### src/hw/rtl/fbpm_pkg.sv
// ----------------------------------------------------------------------------
// fbpm_pkg
// Shared types, codes and sizes of the frame buffer pool manager.
// ----------------------------------------------------------------------------
`default_nettype none

package fbpm_pkg;

  // pool geometry
  localparam int MAX_SLOTS = 32;
  localparam int SLOT_W    = $clog2(MAX_SLOTS);
  localparam int CNT_W     = 6;
  localparam int BYTES_W   = 27;
  localparam int SADDR_W   = 26;
  localparam int NEED_W    = BYTES_W + CNT_W;
  localparam logic [NEED_W-1:0] POOL_BYTES = NEED_W'(67108864);

  // configuration port
  localparam int APB_AW = 3;
  localparam int APB_DW = 32;
  localparam logic [BYTES_W-1:0] SLOT_BYTES_RST   = BYTES_W'(4096);
  localparam logic [CNT_W-1:0]   BUFFER_COUNT_RST = CNT_W'(4);

  // register indexes (byte address bit 2)
  localparam logic REG_SLOT_BYTES   = 1'b0;
  localparam logic REG_BUFFER_COUNT = 1'b1;

  typedef enum logic [2:0] {
    CMD_INIT   = 3'd0,
    CMD_CLEAR  = 3'd1,
    CMD_FILL   = 3'd2,
    CMD_LOCK   = 3'd3,
    CMD_UNLOCK = 3'd4
  } cmd_t;

  typedef enum logic [2:0] {
    ST_OK            = 3'd0,
    ST_FULL          = 3'd1,
    ST_NO_MEMORY     = 3'd2,
    ST_NOTHING_READY = 3'd3,
    ST_NOT_HELD      = 3'd4
  } status_t;

  typedef enum logic [1:0] {
    S_IDLE,
    S_READ,
    S_EXEC,
    S_SWEEP
  } state_t;

  typedef struct packed {
    logic [BYTES_W-1:0] slot_bytes;
    logic [CNT_W-1:0]   buffer_count;
  } cfg_t;

  typedef struct packed {
    logic              we;
    logic [SLOT_W-1:0] waddr;
    logic [SLOT_W-1:0] wdata;
    logic              re;
    logic [SLOT_W-1:0] raddr;
  } ram_req_t;

  typedef struct packed {
    logic [2:0]         status;
    logic [SLOT_W-1:0]  slot_index;
    logic [SADDR_W-1:0] slot_address;
    logic [CNT_W-1:0]   free_count;
    logic [CNT_W-1:0]   ready_count;
    logic [CNT_W-1:0]   held_count;
  } result_t;

endpackage

`default_nettype wire

### src/hw/rtl/fbpm_ram.sv
// ----------------------------------------------------------------------------
// fbpm_ram
// Generic simple dual-port RAM, one write and one registered read port.
// ----------------------------------------------------------------------------
`default_nettype none

module fbpm_ram #(
  parameter int WIDTH = 8,
  parameter int DEPTH = 32
) (
  input  wire logic                     clk,
  input  wire logic                     we,
  input  wire logic [$clog2(DEPTH)-1:0] waddr,
  input  wire logic [WIDTH-1:0]         wdata,
  input  wire logic                     re,
  input  wire logic [$clog2(DEPTH)-1:0] raddr,
  output logic      [WIDTH-1:0]         rdata
);

  logic [WIDTH-1:0] mem [DEPTH];

  // write port
  always_ff @(posedge clk) begin
    if (we) begin
      mem[waddr] <= wdata;
    end
  end

  // registered read, data holds while re is low
  always_ff @(posedge clk) begin
    if (re) begin
      rdata <= mem[raddr];
    end
  end

endmodule

`default_nettype wire

### src/hw/rtl/fbpm_cfg.sv
// ----------------------------------------------------------------------------
// fbpm_cfg
// APB register file holding slot size and buffer count.
// ----------------------------------------------------------------------------
`default_nettype none

module fbpm_cfg import fbpm_pkg::*; (
  input  wire logic              clk,
  input  wire logic              rst_n,
  input  wire logic              psel,
  input  wire logic              penable,
  input  wire logic              pwrite,
  input  wire logic [APB_AW-1:0] paddr,
  input  wire logic [APB_DW-1:0] pwdata,
  output logic      [APB_DW-1:0] prdata,
  output logic                   pready,
  output cfg_t                   cfg
);

  logic [BYTES_W-1:0] slot_bytes_r;
  logic [CNT_W-1:0]   buffer_count_r;
  logic               wr_en;

  assign pready = 1'b1;
  assign wr_en  = psel & penable & pwrite & pready;

  // register writes
  always_ff @(posedge clk) begin
    if (!rst_n) begin
      slot_bytes_r   <= SLOT_BYTES_RST;
      buffer_count_r <= BUFFER_COUNT_RST;
    end else if (wr_en) begin
      case (paddr[2])
        REG_SLOT_BYTES:   slot_bytes_r   <= pwdata[BYTES_W-1:0];
        REG_BUFFER_COUNT: buffer_count_r <= pwdata[CNT_W-1:0];
        default: ;
      endcase
    end
  end

  // read mux
  always_comb begin
    case (paddr[2])
      REG_SLOT_BYTES:   prdata = APB_DW'(slot_bytes_r);
      REG_BUFFER_COUNT: prdata = APB_DW'(buffer_count_r);
      default:          prdata = '0;
    endcase
  end

  assign cfg.slot_bytes   = slot_bytes_r;
  assign cfg.buffer_count = buffer_count_r;

endmodule

`default_nettype wire

### src/hw/rtl/fbpm_engine.sv
// ----------------------------------------------------------------------------
// fbpm_engine
// Command sequencer: reads queue heads, updates pointers and held mask,
// writes queue entries back and registers one result beat per command.
// ----------------------------------------------------------------------------
`default_nettype none

module fbpm_engine import fbpm_pkg::*; (
  input  wire logic               clk,
  input  wire logic               rst_n,
  input  wire cfg_t               cfg,
  input  wire logic               in_valid,
  output logic                    in_stall,
  input  wire logic [2:0]         in_command,
  input  wire logic [BYTES_W-1:0] in_frame_bytes,
  input  wire logic [SLOT_W-1:0]  in_release_index,
  input  wire logic               in_release_given,
  output logic                    out_valid,
  input  wire logic               out_stall,
  output result_t                 result,
  output ram_req_t                free_req,
  input  wire logic [SLOT_W-1:0]  free_rdata,
  output ram_req_t                ready_req,
  input  wire logic [SLOT_W-1:0]  ready_rdata
);

  state_t state_r, state_nxt;

  // accepted command
  logic [2:0]         cmd_r;
  logic [BYTES_W-1:0] frame_r;
  logic [SLOT_W-1:0]  rel_idx_r;
  logic               rel_given_r;

  // queue and pool state
  logic [SLOT_W-1:0]    fhead_r, fhead_nxt, rhead_r, rhead_nxt;
  logic [CNT_W-1:0]     fcount_r, fcount_nxt, rcount_r, rcount_nxt;
  logic [CNT_W-1:0]     hcount_r, hcount_nxt;
  logic [MAX_SLOTS-1:0] held_r, held_nxt;
  logic [BYTES_W-1:0]   active_r, active_nxt;
  logic                 init_ok_r;
  logic [CNT_W-1:0]     sweep_cnt_r, sweep_n_r, sweep_n_nxt;
  logic [CNT_W-1:0]     sweep_inc;

  logic                 out_valid_r;
  result_t              result_r;

  logic                 accept, exec_fire, go_sweep;
  logic [NEED_W-1:0]    need;
  logic [2:0]           status;
  logic                 handed;
  logic [SLOT_W-1:0]    slot;
  logic [31:0]          addr_prod;
  logic                 fpush, rpush;
  logic [SLOT_W-1:0]    fpush_addr, rpush_addr;

  assign accept    = in_valid & ~in_stall;
  assign exec_fire = (state_r == S_EXEC) & (~out_valid_r | ~out_stall);
  assign need      = NEED_W'(cfg.slot_bytes) * NEED_W'(cfg.buffer_count);
  assign sweep_inc = CNT_W'(sweep_cnt_r + CNT_W'(1));

  // next state
  always_comb begin
    state_nxt = state_r;
    case (state_r)
      S_IDLE:  if (in_valid) state_nxt = S_READ;
      S_READ:  state_nxt = S_EXEC;
      S_EXEC:  if (exec_fire) state_nxt = go_sweep ? S_SWEEP : S_IDLE;
      S_SWEEP: if (sweep_inc == sweep_n_r) state_nxt = S_IDLE;
      default: state_nxt = S_IDLE;
    endcase
  end

  // state outputs: stall and memory ports
  always_comb begin
    in_stall        = (state_r != S_IDLE);
    free_req.re     = (state_r == S_READ);
    free_req.raddr  = fhead_r;
    ready_req.re    = (state_r == S_READ);
    ready_req.raddr = rhead_r;
    ready_req.we    = exec_fire & rpush;
    ready_req.waddr = rpush_addr;
    ready_req.wdata = slot;
    if (state_r == S_SWEEP) begin
      free_req.we    = 1'b1;
      free_req.waddr = sweep_cnt_r[SLOT_W-1:0];
      free_req.wdata = sweep_cnt_r[SLOT_W-1:0];
    end else begin
      free_req.we    = exec_fire & fpush;
      free_req.waddr = fpush_addr;
      free_req.wdata = rel_idx_r;
    end
  end

  // command datapath, committed on exec_fire
  always_comb begin
    fhead_nxt   = fhead_r;
    rhead_nxt   = rhead_r;
    fcount_nxt  = fcount_r;
    rcount_nxt  = rcount_r;
    hcount_nxt  = hcount_r;
    held_nxt    = held_r;
    active_nxt  = active_r;
    sweep_n_nxt = sweep_n_r;
    go_sweep    = 1'b0;
    status      = ST_OK;
    handed      = 1'b0;
    slot        = '0;
    fpush       = 1'b0;
    rpush       = 1'b0;
    fpush_addr  = SLOT_W'(fhead_r + fcount_r[SLOT_W-1:0]);
    rpush_addr  = SLOT_W'(rhead_r + rcount_r[SLOT_W-1:0]);
    case (cmd_r)
      CMD_INIT: begin
        fhead_nxt  = '0;
        rhead_nxt  = '0;
        fcount_nxt = '0;
        rcount_nxt = '0;
        hcount_nxt = '0;
        held_nxt   = '0;
        if (!init_ok_r) begin
          status = ST_NO_MEMORY;
        end else begin
          active_nxt  = cfg.slot_bytes;
          fcount_nxt  = cfg.buffer_count;
          sweep_n_nxt = cfg.buffer_count;
          go_sweep    = (cfg.buffer_count != '0);
        end
      end
      CMD_CLEAR: begin
        fhead_nxt  = '0;
        rhead_nxt  = '0;
        fcount_nxt = '0;
        rcount_nxt = '0;
        hcount_nxt = '0;
        held_nxt   = '0;
      end
      CMD_FILL: begin
        if (fcount_r == '0) begin
          status = ST_FULL;
        end else if (frame_r > active_r) begin
          status = ST_NO_MEMORY;
        end else begin
          slot       = free_rdata;
          handed     = 1'b1;
          fhead_nxt  = SLOT_W'(fhead_r + SLOT_W'(1));
          fcount_nxt = CNT_W'(fcount_r - CNT_W'(1));
          if (rcount_r != CNT_W'(MAX_SLOTS)) begin
            rpush      = 1'b1;
            rcount_nxt = CNT_W'(rcount_r + CNT_W'(1));
          end
        end
      end
      CMD_LOCK: begin
        if (rcount_r == '0) begin
          status = ST_NOTHING_READY;
        end else begin
          slot       = ready_rdata;
          handed     = 1'b1;
          rhead_nxt  = SLOT_W'(rhead_r + SLOT_W'(1));
          rcount_nxt = CNT_W'(rcount_r - CNT_W'(1));
          if (!held_r[slot]) begin
            hcount_nxt = CNT_W'(hcount_r + CNT_W'(1));
          end
          held_nxt[slot] = 1'b1;
        end
      end
      CMD_UNLOCK: begin
        if (rel_given_r) begin
          if (held_r[rel_idx_r]) begin
            held_nxt[rel_idx_r] = 1'b0;
            hcount_nxt          = CNT_W'(hcount_r - CNT_W'(1));
            if (fcount_r != CNT_W'(MAX_SLOTS)) begin
              fpush      = 1'b1;
              fcount_nxt = CNT_W'(fcount_r + CNT_W'(1));
            end
          end else begin
            status = ST_NOT_HELD;
          end
        end
      end
      default: ;
    endcase
  end

  assign addr_prod = 32'(slot) * 32'(active_r);

  // control registers
  always_ff @(posedge clk) begin
    if (!rst_n) begin
      state_r     <= S_IDLE;
      fhead_r     <= '0;
      rhead_r     <= '0;
      fcount_r    <= '0;
      rcount_r    <= '0;
      hcount_r    <= '0;
      held_r      <= '0;
      active_r    <= SLOT_BYTES_RST;
      sweep_cnt_r <= '0;
      sweep_n_r   <= '0;
      out_valid_r <= 1'b0;
    end else begin
      state_r <= state_nxt;
      if (exec_fire) begin
        fhead_r     <= fhead_nxt;
        rhead_r     <= rhead_nxt;
        fcount_r    <= fcount_nxt;
        rcount_r    <= rcount_nxt;
        hcount_r    <= hcount_nxt;
        held_r      <= held_nxt;
        active_r    <= active_nxt;
        sweep_n_r   <= sweep_n_nxt;
        sweep_cnt_r <= '0;
      end else if (state_r == S_SWEEP) begin
        sweep_cnt_r <= sweep_inc;
      end
      // result beat holds until taken
      if (exec_fire) begin
        out_valid_r <= 1'b1;
      end else if (!out_stall) begin
        out_valid_r <= 1'b0;
      end
    end
  end

  // command capture and init check
  always_ff @(posedge clk) begin
    if (accept) begin
      cmd_r       <= in_command;
      frame_r     <= in_frame_bytes;
      rel_idx_r   <= in_release_index;
      rel_given_r <= in_release_given;
    end
    if (state_r == S_READ) begin
      init_ok_r <= (cfg.buffer_count <= CNT_W'(MAX_SLOTS)) && (need <= POOL_BYTES);
    end
  end

  // result register
  always_ff @(posedge clk) begin
    if (exec_fire) begin
      result_r.status       <= status;
      result_r.slot_index   <= handed ? slot : '0;
      result_r.slot_address <= handed ? addr_prod[SADDR_W-1:0] : '0;
      result_r.free_count   <= fcount_nxt;
      result_r.ready_count  <= rcount_nxt;
      result_r.held_count   <= hcount_nxt;
    end
  end

  assign out_valid = out_valid_r;
  assign result    = result_r;

endmodule

`default_nettype wire

### src/hw/rtl/frame_buffer_pool_manager.sv
// ----------------------------------------------------------------------------
// frame_buffer_pool_manager
// Free / ready / held queue manager for a pool of equal frame slots.
// ----------------------------------------------------------------------------
// Commands enter on the in_ channel (init, clear, fill, lock, unlock) and each
// gives exactly one result beat on the out_ channel: status, slot index and
// byte address, and the free, ready and held counts after the command.
// The user must set slot size and buffer count through the APB port while
// idle; the block does not enforce this. A command is accepted only in the
// idle state; the cycle after acceptance the queue memories are read at
// their heads, then the update is written back and the result registered
// once the output channel can take it, and only then can a new command be
// taken. A successful init with a buffer count of n then writes n slot
// numbers into the free queue memory before the next command is accepted.
// Only one command is in flight, so a memory read never overlaps a write to
// the same entry. A stalled result beat holds; the command behind it waits
// in the write-back step until the beat is taken.
// Reset empties all queues, clears held slots, sets slot size to 4096 and
// buffer count to 4; the queue memories are not cleared.
// ----------------------------------------------------------------------------
`default_nettype none

module frame_buffer_pool_manager import fbpm_pkg::*; (
  input  wire logic                clk,
  input  wire logic                rst_n,
  input  wire logic                in_valid,
  output logic                     in_stall,
  input  wire logic [2:0]          in_command,
  input  wire logic [BYTES_W-1:0]  in_frame_bytes,
  input  wire logic [SLOT_W-1:0]   in_release_index,
  input  wire logic                in_release_given,
  output logic                     out_valid,
  input  wire logic                out_stall,
  output logic [2:0]               out_status,
  output logic [SLOT_W-1:0]        out_slot_index,
  output logic [SADDR_W-1:0]       out_slot_address,
  output logic [CNT_W-1:0]         out_free_count,
  output logic [CNT_W-1:0]         out_ready_count,
  output logic [CNT_W-1:0]         out_held_count,
  input  wire logic                psel,
  input  wire logic                penable,
  input  wire logic                pwrite,
  input  wire logic [APB_AW-1:0]   paddr,
  input  wire logic [APB_DW-1:0]   pwdata,
  output logic      [APB_DW-1:0]   prdata,
  output logic                     pready
);

  cfg_t              cfg;
  ram_req_t          free_req, ready_req;
  logic [SLOT_W-1:0] free_rdata, ready_rdata;
  result_t           result;

  // configuration registers
  fbpm_cfg u_cfg (
    .clk     (clk),
    .rst_n   (rst_n),
    .psel    (psel),
    .penable (penable),
    .pwrite  (pwrite),
    .paddr   (paddr),
    .pwdata  (pwdata),
    .prdata  (prdata),
    .pready  (pready),
    .cfg     (cfg)
  );

  // free queue entries
  fbpm_ram #(.WIDTH(SLOT_W), .DEPTH(MAX_SLOTS)) u_free_ram (
    .clk   (clk),
    .we    (free_req.we),
    .waddr (free_req.waddr),
    .wdata (free_req.wdata),
    .re    (free_req.re),
    .raddr (free_req.raddr),
    .rdata (free_rdata)
  );

  // ready queue entries
  fbpm_ram #(.WIDTH(SLOT_W), .DEPTH(MAX_SLOTS)) u_ready_ram (
    .clk   (clk),
    .we    (ready_req.we),
    .waddr (ready_req.waddr),
    .wdata (ready_req.wdata),
    .re    (ready_req.re),
    .raddr (ready_req.raddr),
    .rdata (ready_rdata)
  );

  // command sequencer
  fbpm_engine u_engine (
    .clk              (clk),
    .rst_n            (rst_n),
    .cfg              (cfg),
    .in_valid         (in_valid),
    .in_stall         (in_stall),
    .in_command       (in_command),
    .in_frame_bytes   (in_frame_bytes),
    .in_release_index (in_release_index),
    .in_release_given (in_release_given),
    .out_valid        (out_valid),
    .out_stall        (out_stall),
    .result           (result),
    .free_req         (free_req),
    .free_rdata       (free_rdata),
    .ready_req        (ready_req),
    .ready_rdata      (ready_rdata)
  );

  assign out_status       = result.status;
  assign out_slot_index   = result.slot_index;
  assign out_slot_address = result.slot_address;
  assign out_free_count   = result.free_count;
  assign out_ready_count  = result.ready_count;
  assign out_held_count   = result.held_count;

endmodule

`default_nettype wire

### config.mk
export PLATFORM = sky130hd
export DESIGN_NAME = frame_buffer_pool_manager
export DESIGN_NICKNAME = d
export VERILOG_FILES = /design/src/hw/rtl/fbpm_pkg.sv /design/src/hw/rtl/fbpm_ram.sv /design/src/hw/rtl/fbpm_cfg.sv /design/src/hw/rtl/fbpm_engine.sv /design/src/hw/rtl/frame_buffer_pool_manager.sv
export SDC_FILE = /design/constraint.sdc
export NUM_CORES = 1
export LEC_CHECK = 0
export ABC_CLOCK_PERIOD_IN_PS = 9400
export BUFFER_PORTS_ARGS = -buffer_cell sky130_fd_sc_hd__buf_4
export CAP_MARGIN = 20
export CORE_AREA = 2 2 312 314
export DETAILED_ROUTE_END_ITERATION = 10
export DIE_AREA = 0 0 314 316
export PLACE_DENSITY_LB_ADDON = 0.15
export SYNTH_ARGS = -nofsm -noshare
export SYNTH_HDL_FRONTEND = slang
export SYNTH_HIERARCHICAL = 1
export SYNTH_SLANG_ARGS = --single-unit
### constraint.sdc
create_clock -name clk -period 9.4 [get_ports clk]
set_clock_uncertainty 0.15 [all_clocks]
set_input_delay 0.47 -clock clk [delete_from_list [all_inputs] [get_ports clk]]
set_output_delay 0.47 -clock clk [all_outputs]
set_load 0.02 [all_outputs]
==> impl_metrics.py, run 1 <==
metrics = {
    "global_route": {
        "grt_start_max_net_pins": 81,
        "grt_pass1_vias": 23600,
        "antenna_found_initial": 0,
        "grt_usage_pct": 18.2,
        "grt_pass1_wl_um": 140000,
        "grt.overflow.total": 0,
    },
    "clock_tree": {
        "post_cts_resized": 0,
        "tritoncts": "yes",
        "post_cts_buffers": 0,
        "cts-root-buf": "clkbuf_16",
        "cts_buffers": 66,
        "h-tree-depth": 3,
        "clkTransAtPathRegs_ns": 0.06,
        "clock_path_buffers": 3,
        "cts_hold_buf": 63,
        "cts.sinks": 554,
        "clock_latency_ns": 0.63,
    },
    "routing": {
        "wl_um": 90500,
        "vias": 22900,
        "drt_iter0_markers": 1919,
        "post-route-drc-count": 0,
        "vias_per_cell": 5.14,
        "drtPass1Iterations": 8,
        "antenna_left": 0,
        "avgRoutedWirePerCell_um": 20.3,
    },
    "floorplanning": {
        "io-pin-count": 165,
        "core_area_um2": 96000,
        "dieHeight_um": 316,
        "rows": 114,
        "initial_core_util_pct": 34.7,
        "die_area_um2": 99200,
        "die_w_um": 314,
    },
    "min_path": {
        "hold_class": "input port to register",
    },
    "sta": {
        "post-route-period-util_pct": 83.9,
        "grt_setup_unrepaired": "false",
        "drv_slew": 0,
        "period_needed_ns": 7.89,
        "tns_ns": 0,
        "tightest_slew_ns": 1.04,
        "layout_setup_ws_ns": 1.51,
        "hold_violations": 0,
        "setup_viol_count_final": 0,
        "relSlewSlack_pct": 30.4,
        "fmax_ghz": 0.127,
    },
    "run_status": {
        "status": "completed",
    },
    "worst_setup_path": {
        "worstSetupPathType": "register to register",
        "cpMaxStageDelayCell": "or4_4",
        "cp_common_cell": "inv_1",
        "worst-path-buf-inv": 6,
        "critPathCaptureType": "register",
        "max_stage_delay_ns": 0.70,
        "critPathTopFamily": "simple AND/OR/NAND/NOR gates",
        "cp_max_fo": 35,
        "crit_required_ns": 9.61,
        "cp.arrival_ns": 8.10,
        "startpoint_type": "register",
    },
    "synthesis": {
        "synth_top_family_by_area": "simple AND/OR/NAND/NOR gates",
        "syn_area_um2": 33300,
        "synth_xor_area_share_pct": 1.63,
        "yosys.area_share.simple_pct": 14.5,
        "synthAdderAreaFrac_pct": 14.4,
        "syn_inst": 2949,
        "synth-seq-cells": 554,
        "synth_flop_cell": "edfxtp_1",
        "yosysWarnings": 6,
        "muxShareOfSynthArea_pct": 9.71,
        "synth_edf_count": 419,
        "synthArstFlopShare_pct": 0,
        "syn_area_per_cell_um2": 11.3,
        "synth_compound_area_share_pct": 8.79,
        "synth_cell_type_count": 93,
        "yosysSeqAreaShare_pct": 45.9,
    },
    "layout": {
        "syn_to_final_growth_pct": 15.9,
        "drive_gt1_share_pct": 14.5,
        "nets": 3487,
        "fillers": 9105,
    },
    "power": {
        "power_mw": 5.60,
        "powerDensity_nw_per_um2": 145,
        "p_leak_nw": 14.5,
        "peakVddDrop_v": 0.000111,
    },
    "place": {
        "dpl.hpwl_um": 63500,
        "io_buffers": 151,
        "gp_congestion": 0.844,
        "place_ws_ns": 1.43,
    },
    "flow_run": {
        "drv_cap": 0,
    },
}
[sequential cells by signal, indices dropped and copies added, names as in the netlist, 2 cells and up]
name,cells
u_ready_ram/rdata,5
u_engine/fhead_r,5
u_free_ram/mem,160
u_ready_ram/mem,160
u_engine/hcount_r,6
u_engine/rcount_r,6
u_engine/active_r,27
u_engine/sweep_n_r,6
u_engine/rel_idx_r,5
u_cfg/buffer_count_r,6
u_engine/fcount_r,6
u_cfg/slot_bytes_r,27
u_engine/held_r,32
u_engine/result,52
u_engine/rhead_r,5
u_engine/cmd_r,3
u_engine/sweep_cnt_r,6
u_engine/state_r,2
u_engine/frame_r,27
u_free_ram/rdata,5
[worst min-delay path, cell delays in order]
cell and delay [ns]:
buf_4 0.08, nand2_1 0.15, a21oi_1 0.18, o31a_1 0.12
[report_power, final]
| group | total [mW] | internal (mW) | switching, mW |
|---|---|---|---|
| registers | 2.70 | 2.66 | 0.0433 |
| clock network | 2.53 | 1.48 | 1.05 |
| logic | 0.369 | 0.143 | 0.226 |
| total | 5.60 | 4.28 | 1.32 |
[path summary, 6_finish.rpt]
kind                                              end  slack (ns)                   from  cells past startpoint
worst min-delay path              u_engine/state_r[1]        0.28              out_stall                      4
worst min register to register  u_engine/active_r[26]        0.32  u_engine/active_r[26]                      2
worst max register to register    u_engine/result[43]        1.51  u_engine/active_r[21]                     27
worst max-delay path              u_engine/result[43]        1.51  u_engine/active_r[21]                     27
[cells in the mapped netlist, types with 9 or more instances]
cell / instances / area share, %
nand4_1: 18 / 0.34
inv_1: 279 / 3.1
dfxtp_1: 135 / 8.1
mux2_2: 19 / 0.64
mux2i_1: 41 / 1.2
o21ai_0: 95 / 1.4
nor2b_1: 35 / 0.66
buf_1: 10 / 0.11
o21a_1: 9 / 0.20
a21o_1: 20 / 0.45
clkbuf_1: 100 / 1.1
fa_1: 168 / 10
mux4_2: 116 / 7.8
nor3_1: 22 / 0.33
a22oi_1: 14 / 0.32
and3_1: 17 / 0.32
nand2_1: 307 / 3.5
nor3b_1: 13 / 0.29
nand2b_1: 18 / 0.34
nor4_1: 9 / 0.17
nand3b_1: 13 / 0.29
o211ai_1: 16 / 0.36
nor2_1: 284 / 3.2
a211oi_1: 15 / 0.34
xnor2_1: 37 / 0.97
xor2_1: 25 / 0.66
a31oi_1: 18 / 0.34
nand3_1: 32 / 0.48
a21boi_0: 39 / 0.88
a21oi_1: 136 / 2.0
buf_2: 20 / 0.30
edfxtp_1: 419 / 38
ha_1: 114 / 4.3
and2_1: 175 / 3.3
[area by class of cell]
type	instances	area, um2	area share [%]
Antenna cell	1	2.50	0.00648
Clock buffer	86	1800	4.66
Clock inverter	31	350	0.907
Inverter	280	1050	2.72
Multi-Input combinational cell	1972	16400	42.4
Sequential cell	554	15300	39.6
Tap cell	1276	1600	4.13
Timing Repair Buffer	253	2170	5.61
[cell families (layout without fill, tap and decap cells)]
family | Yosys count | count (layout)
simple gates | 994 | 994
flops | 554 | 554
compound gates | 452 | 452
buf+inv | 427 | 650
fa+ha+maj | 282 | 282
mux | 176 | 176
xor+xnor | 62 | 62
other cells | 2 | 7
[layout by cell type (no fill, tap or decap), types with 9 or more instances in the layout]
cell and instances:
a211oi_1 15, a21boi_0 39, a21o_1 20, a21oi_1 136, a22oi_1 13, a31oi_1 18
and2_1 175, and3_1 17, buf_4 180, clkbuf_1 15, clkbuf_16 68, clkinv_1 9
clkinv_2 9, dfxtp_1 131, dlygate4sd3_1 63, edfxtp_1 419, fa_1 168, ha_1 114
inv_1 279, mux2_2 19, mux2i_1 41, mux4_2 116, nand2_1 307, nand2b_1 18
nand3_1 32, nand3b_1 13, nand4_1 18, nor2_1 283, nor2b_1 35, nor3_1 22
nor3b_1 13, o211ai_1 16, o21a_1 9, o21ai_0 95, xnor2_1 37, xor2_1 25
[metrics by stage]
step | hold WS, ns | utilization, % | std cells | cell area [um2]
after global placement | 0.309 | 37.1 | 4261 | 35700
after floorplan | 0.293 | - | 2953 | 33300
after detailed placement | 0.317 | 37.1 | 4261 | 35700
after global routing | 0.274 | 40.2 | 4452 | 38600
final | 0.277 | 40.2 | 4453 | 38600
after CTS | 0.230 | 40.0 | 4441 | 38400
[metal layers]
metal | wire length [um] | global-route usage, %
met4 | 2220 | 5.49
met1 | 43100 | 26.0
met2 | 41200 | 28.7
met5 | 0 | 0
met3 | 3910 | 2.58
No activity file was read; power rests on OpenSTA's default activity.
==> run 2: changes to the inputs <==
--- a/config.mk
+++ b/config.mk
@@ -5,12 +5,13 @@
 export SDC_FILE = /design/constraint.sdc
 export NUM_CORES = 1
 export LEC_CHECK = 0
-export ABC_CLOCK_PERIOD_IN_PS = 9400
+export ABC_AREA = 1
+export ABC_CLOCK_PERIOD_IN_PS = 6700
 export BUFFER_PORTS_ARGS = -buffer_cell sky130_fd_sc_hd__buf_4
 export CAP_MARGIN = 20
-export CORE_AREA = 2 2 312 314
+export CORE_AREA = 2 2 318 320
 export DETAILED_ROUTE_END_ITERATION = 10
-export DIE_AREA = 0 0 314 316
+export DIE_AREA = 0 0 320 322
 export PLACE_DENSITY_LB_ADDON = 0.15
 export SYNTH_ARGS = -nofsm -noshare
 export SYNTH_HDL_FRONTEND = slang
==> constraint.sdc (replaced) <==
create_clock -name clk -period 6.7 [get_ports clk]
set_clock_uncertainty 0.15 [all_clocks]
set_input_delay 0.335 -clock clk [delete_from_list [all_inputs] [get_ports clk]]
set_output_delay 0.335 -clock clk [all_outputs]
set_load 0.02 [all_outputs]
==> run 2 against run 1 <==
  * Design area grew 4.1%
  * Setup slack got worse by 0.92 ns
  * Die area increased by 3.8%
  * Sequential share of layout area fell by 1.6 points
  * Clock-buffer cell count fell by 7
  * Largest cell class unchanged
  * Highest routed layer is now met5
==> impl_metrics.py, run 2 <==
metrics = {
    "synthesis": {
        "synth_cell_type_count": 60,
        "synth_flop_cell": "edfxtp_1",
        "synth.largest_area_cell": "edfxtp_1",
        "yosys.area_share.simple_pct": 23.0,
        "muxShareOfSynthArea_pct": 0,
        "synth_xor_area_share_pct": 1.41,
        "synth_edf_count": 419,
        "synth-seq-cells": 554,
        "yosysWarnings": 6,
        "syn_inst": 4082,
        "synthAdderAreaFrac_pct": 13.8,
        "yosys-top-cells-area": "edfxtp_1 (36%), nand2_1 (11%), fa_1 (9.7%)",
        "yosysSeqAreaShare_pct": 44.1,
        "syn_area_per_cell_um2": 8.50,
        "yosysMostFrequentCell": "nand2_1",
        "synthTopCellsByCount": "nand2_1 (1044), inv_1 (635), edfxtp_1 (419)",
        "synth_top_family_by_area": "simple AND/OR/NAND/NOR gates",
        "syn_area_um2": 34700,
        "yosysTopAreaCellShare_pct": 36.3,
        "synth_compound_area_share_pct": 7.92,
        "synthArstFlopShare_pct": 0,
    },
    "worst_setup_path": {
        "max_stage_delay_ns": 0.54,
        "critPathCaptureType": "register",
        "worstSetupPathType": "register to register",
        "startpoint_type": "register",
        "cp.arrival_ns": 6.33,
        "crit_required_ns": 6.92,
        "cp_max_fo": 12,
        "cpMaxStageDelayCell": "fa_1",
        "cp_common_cell": "inv_1",
    },
    "sta": {
        "tns_ns": 0,
        "fmax_ghz": 0.164,
        "setup_viol_count_final": 0,
        "grt_setup_unrepaired": "false",
        "post-route-period-util_pct": 91.2,
        "layout_setup_ws_ns": 0.587,
        "relSlewSlack_pct": 40.4,
        "drv_slew": 0,
        "period_needed_ns": 6.11,
        "tightest_slew_ns": 0.893,
        "hold_violations": 0,
        "whs_ns": 0.0639,
    },
    "place": {
        "gp_congestion": 0.866,
        "placed_cells": 5450,
        "dpl.hpwl_um": 71300,
        "io_buffers": 151,
        "place_ws_ns": 0.415,
    },
    "layout": {
        "drive_gt1_share_pct": 8.83,
        "nets": 4667,
        "post-route-util_pct": 40.4,
        "syn_to_final_growth_pct": 16.0,
        "final_cell_count_no_fill": 5660,
        "final_common_cell": "nand2_1",
        "layout_common_cells": "nand2_1 (1043), inv_1 (634), edfxtp_1 (419), nand3_1 (391), nor2_1 (346)",
    },
    "floorplanning": {
        "die_w_um": 320,
        "io-pin-count": 165,
        "die_area_um2": 103000,
        "core_area_um2": 99600,
        "rows": 116,
        "dieHeight_um": 322,
        "initial_core_util_pct": 34.8,
    },
    "global_route": {
        "grt.busiest_layer": "met2",
        "antenna_found_initial": 6,
        "grt.overflow.total": 0,
        "grt_usage_pct": 19.8,
        "grt_pass1_wl_um": 159000,
        "grt_start_max_net_pins": 81,
        "met1_usage_pct": 27.4,
        "grt_pass1_vias": 27000,
        "grt_use_met3_pct": 2.80,
        "met2_usage_pct": 31.7,
    },
    "power": {
        "p_leak_nw": 17.8,
        "powerDensity_nw_per_um2": 212,
        "peakVddDrop_v": 0.000160,
    },
    "routing": {
        "vias_per_cell": 4.88,
        "antenna_left": 0,
        "drtPass1Iterations": 6,
        "post-route-drc-count": 0,
        "vias": 27600,
        "drt_iter0_markers": 2135,
        "wl_um": 103000,
        "avgRoutedWirePerCell_um": 18.2,
    },
    "clock_tree": {
        "tritoncts": "yes",
        "clock_path_buffers": 3,
        "cts-root-buf": "clkbuf_16",
        "clkTransAtPathRegs_ns": 0.06,
        "h-tree-depth": 3,
        "clock_latency_ns": 0.63,
        "cts.sinks": 554,
        "cts_buffers": 68,
    },
    "flow_run": {
        "drv_cap": 0,
    },
    "min_path": {
        "hold_class": "input port to register",
    },
    "run_status": {
        "status": "completed",
    },
}
## run 2: changes by cell type in the layout (fill, tap and decap cells not counted), moves of 43 or more
cell,delta
mux4_2,-116
o21ai_0,+48
nor2_1,+63
inv_1,+355
nand3_1,+359
and2_1,-172
nand2_1,+736
a21oi_1,+43
## run 2: timing repair
action                                 CTS  global route
endpoints found under the hold margin   70             0
resized for setup                        0             7
setup endpoints to repair                0             6
hold buffers                            84             0
setup buffers                            0             0
## run 2: per-layer routing
layer / vias up / share of wire [%]
met5: - / 0.014
met4: 2 / 3.1
met3: 157 / 4.6
met2: 600 / 45
met1: 13200 / 47
li1: 13700 / -
## run 2: power breakdown
part | switching (mW) | total, mW | internal, mW | leakage [nW]
Clock | 1.52 | 3.77 | 2.24 | 1.08
Sequential | 0.0990 | 3.90 | 3.80 | 5.14
Combinational | 0.577 | 0.848 | 0.272 | 11.5
## run 2: area by class of cell
cell class,instances,area [um2]
antenna,1,2.50
clock buffer,79,1760
clock inverter,45,494
fill,10100,59300
inverter,655,2480
multi-input combinational,2724,16100
sequential,554,15300
tap,1298,1620
timing repair buffer,304,2510
## run 2: cell families after synthesis
kind of cell    count (synthesis)
compound gates                480
xor+xnor                       56
fa+ha+maj                     282
buf+inv                       808
flops                         554
other cells                     2
simple gates                 1900
## run 2: final timing paths
| path | start | end | slack (ns) | cells after the start |
|---|---|---|---|---|
| worst min register to register | u_engine/active_r[26] | u_engine/active_r[26] | 0.32 | 2 |
| worst max register to register | u_engine/active_r[21] | u_engine/result[43] | 0.59 | 27 |
| worst min-delay path | penable | u_cfg/buffer_count_r[3] | 0.06 | 5 |
| worst max-delay path | u_engine/active_r[21] | u_engine/result[43] | 0.59 | 27 |
## run 2: critical path: cells and delay by family (launching register included)
kind | cells | cell delay (ns)
xor+xnor | 1 | 0.22
fa+ha+maj | 5 | 2.18
flops | 1 | 0.41
compound gates | 5 | 1.00
simple gates | 10 | 1.23
buf+inv | 6 | 0.67
## run 2: stage by stage
step | instance area [um2] | power, mW
3_5_place_dp | 37100 | 4.78
4_1_cts | 40200 | 8.62
5_1_grt | 40200 | 8.86
6_report | 40200 | 8.52
2_1_floorplan | 34700 | 4.44
3_3_place_gp | 37100 | 4.78
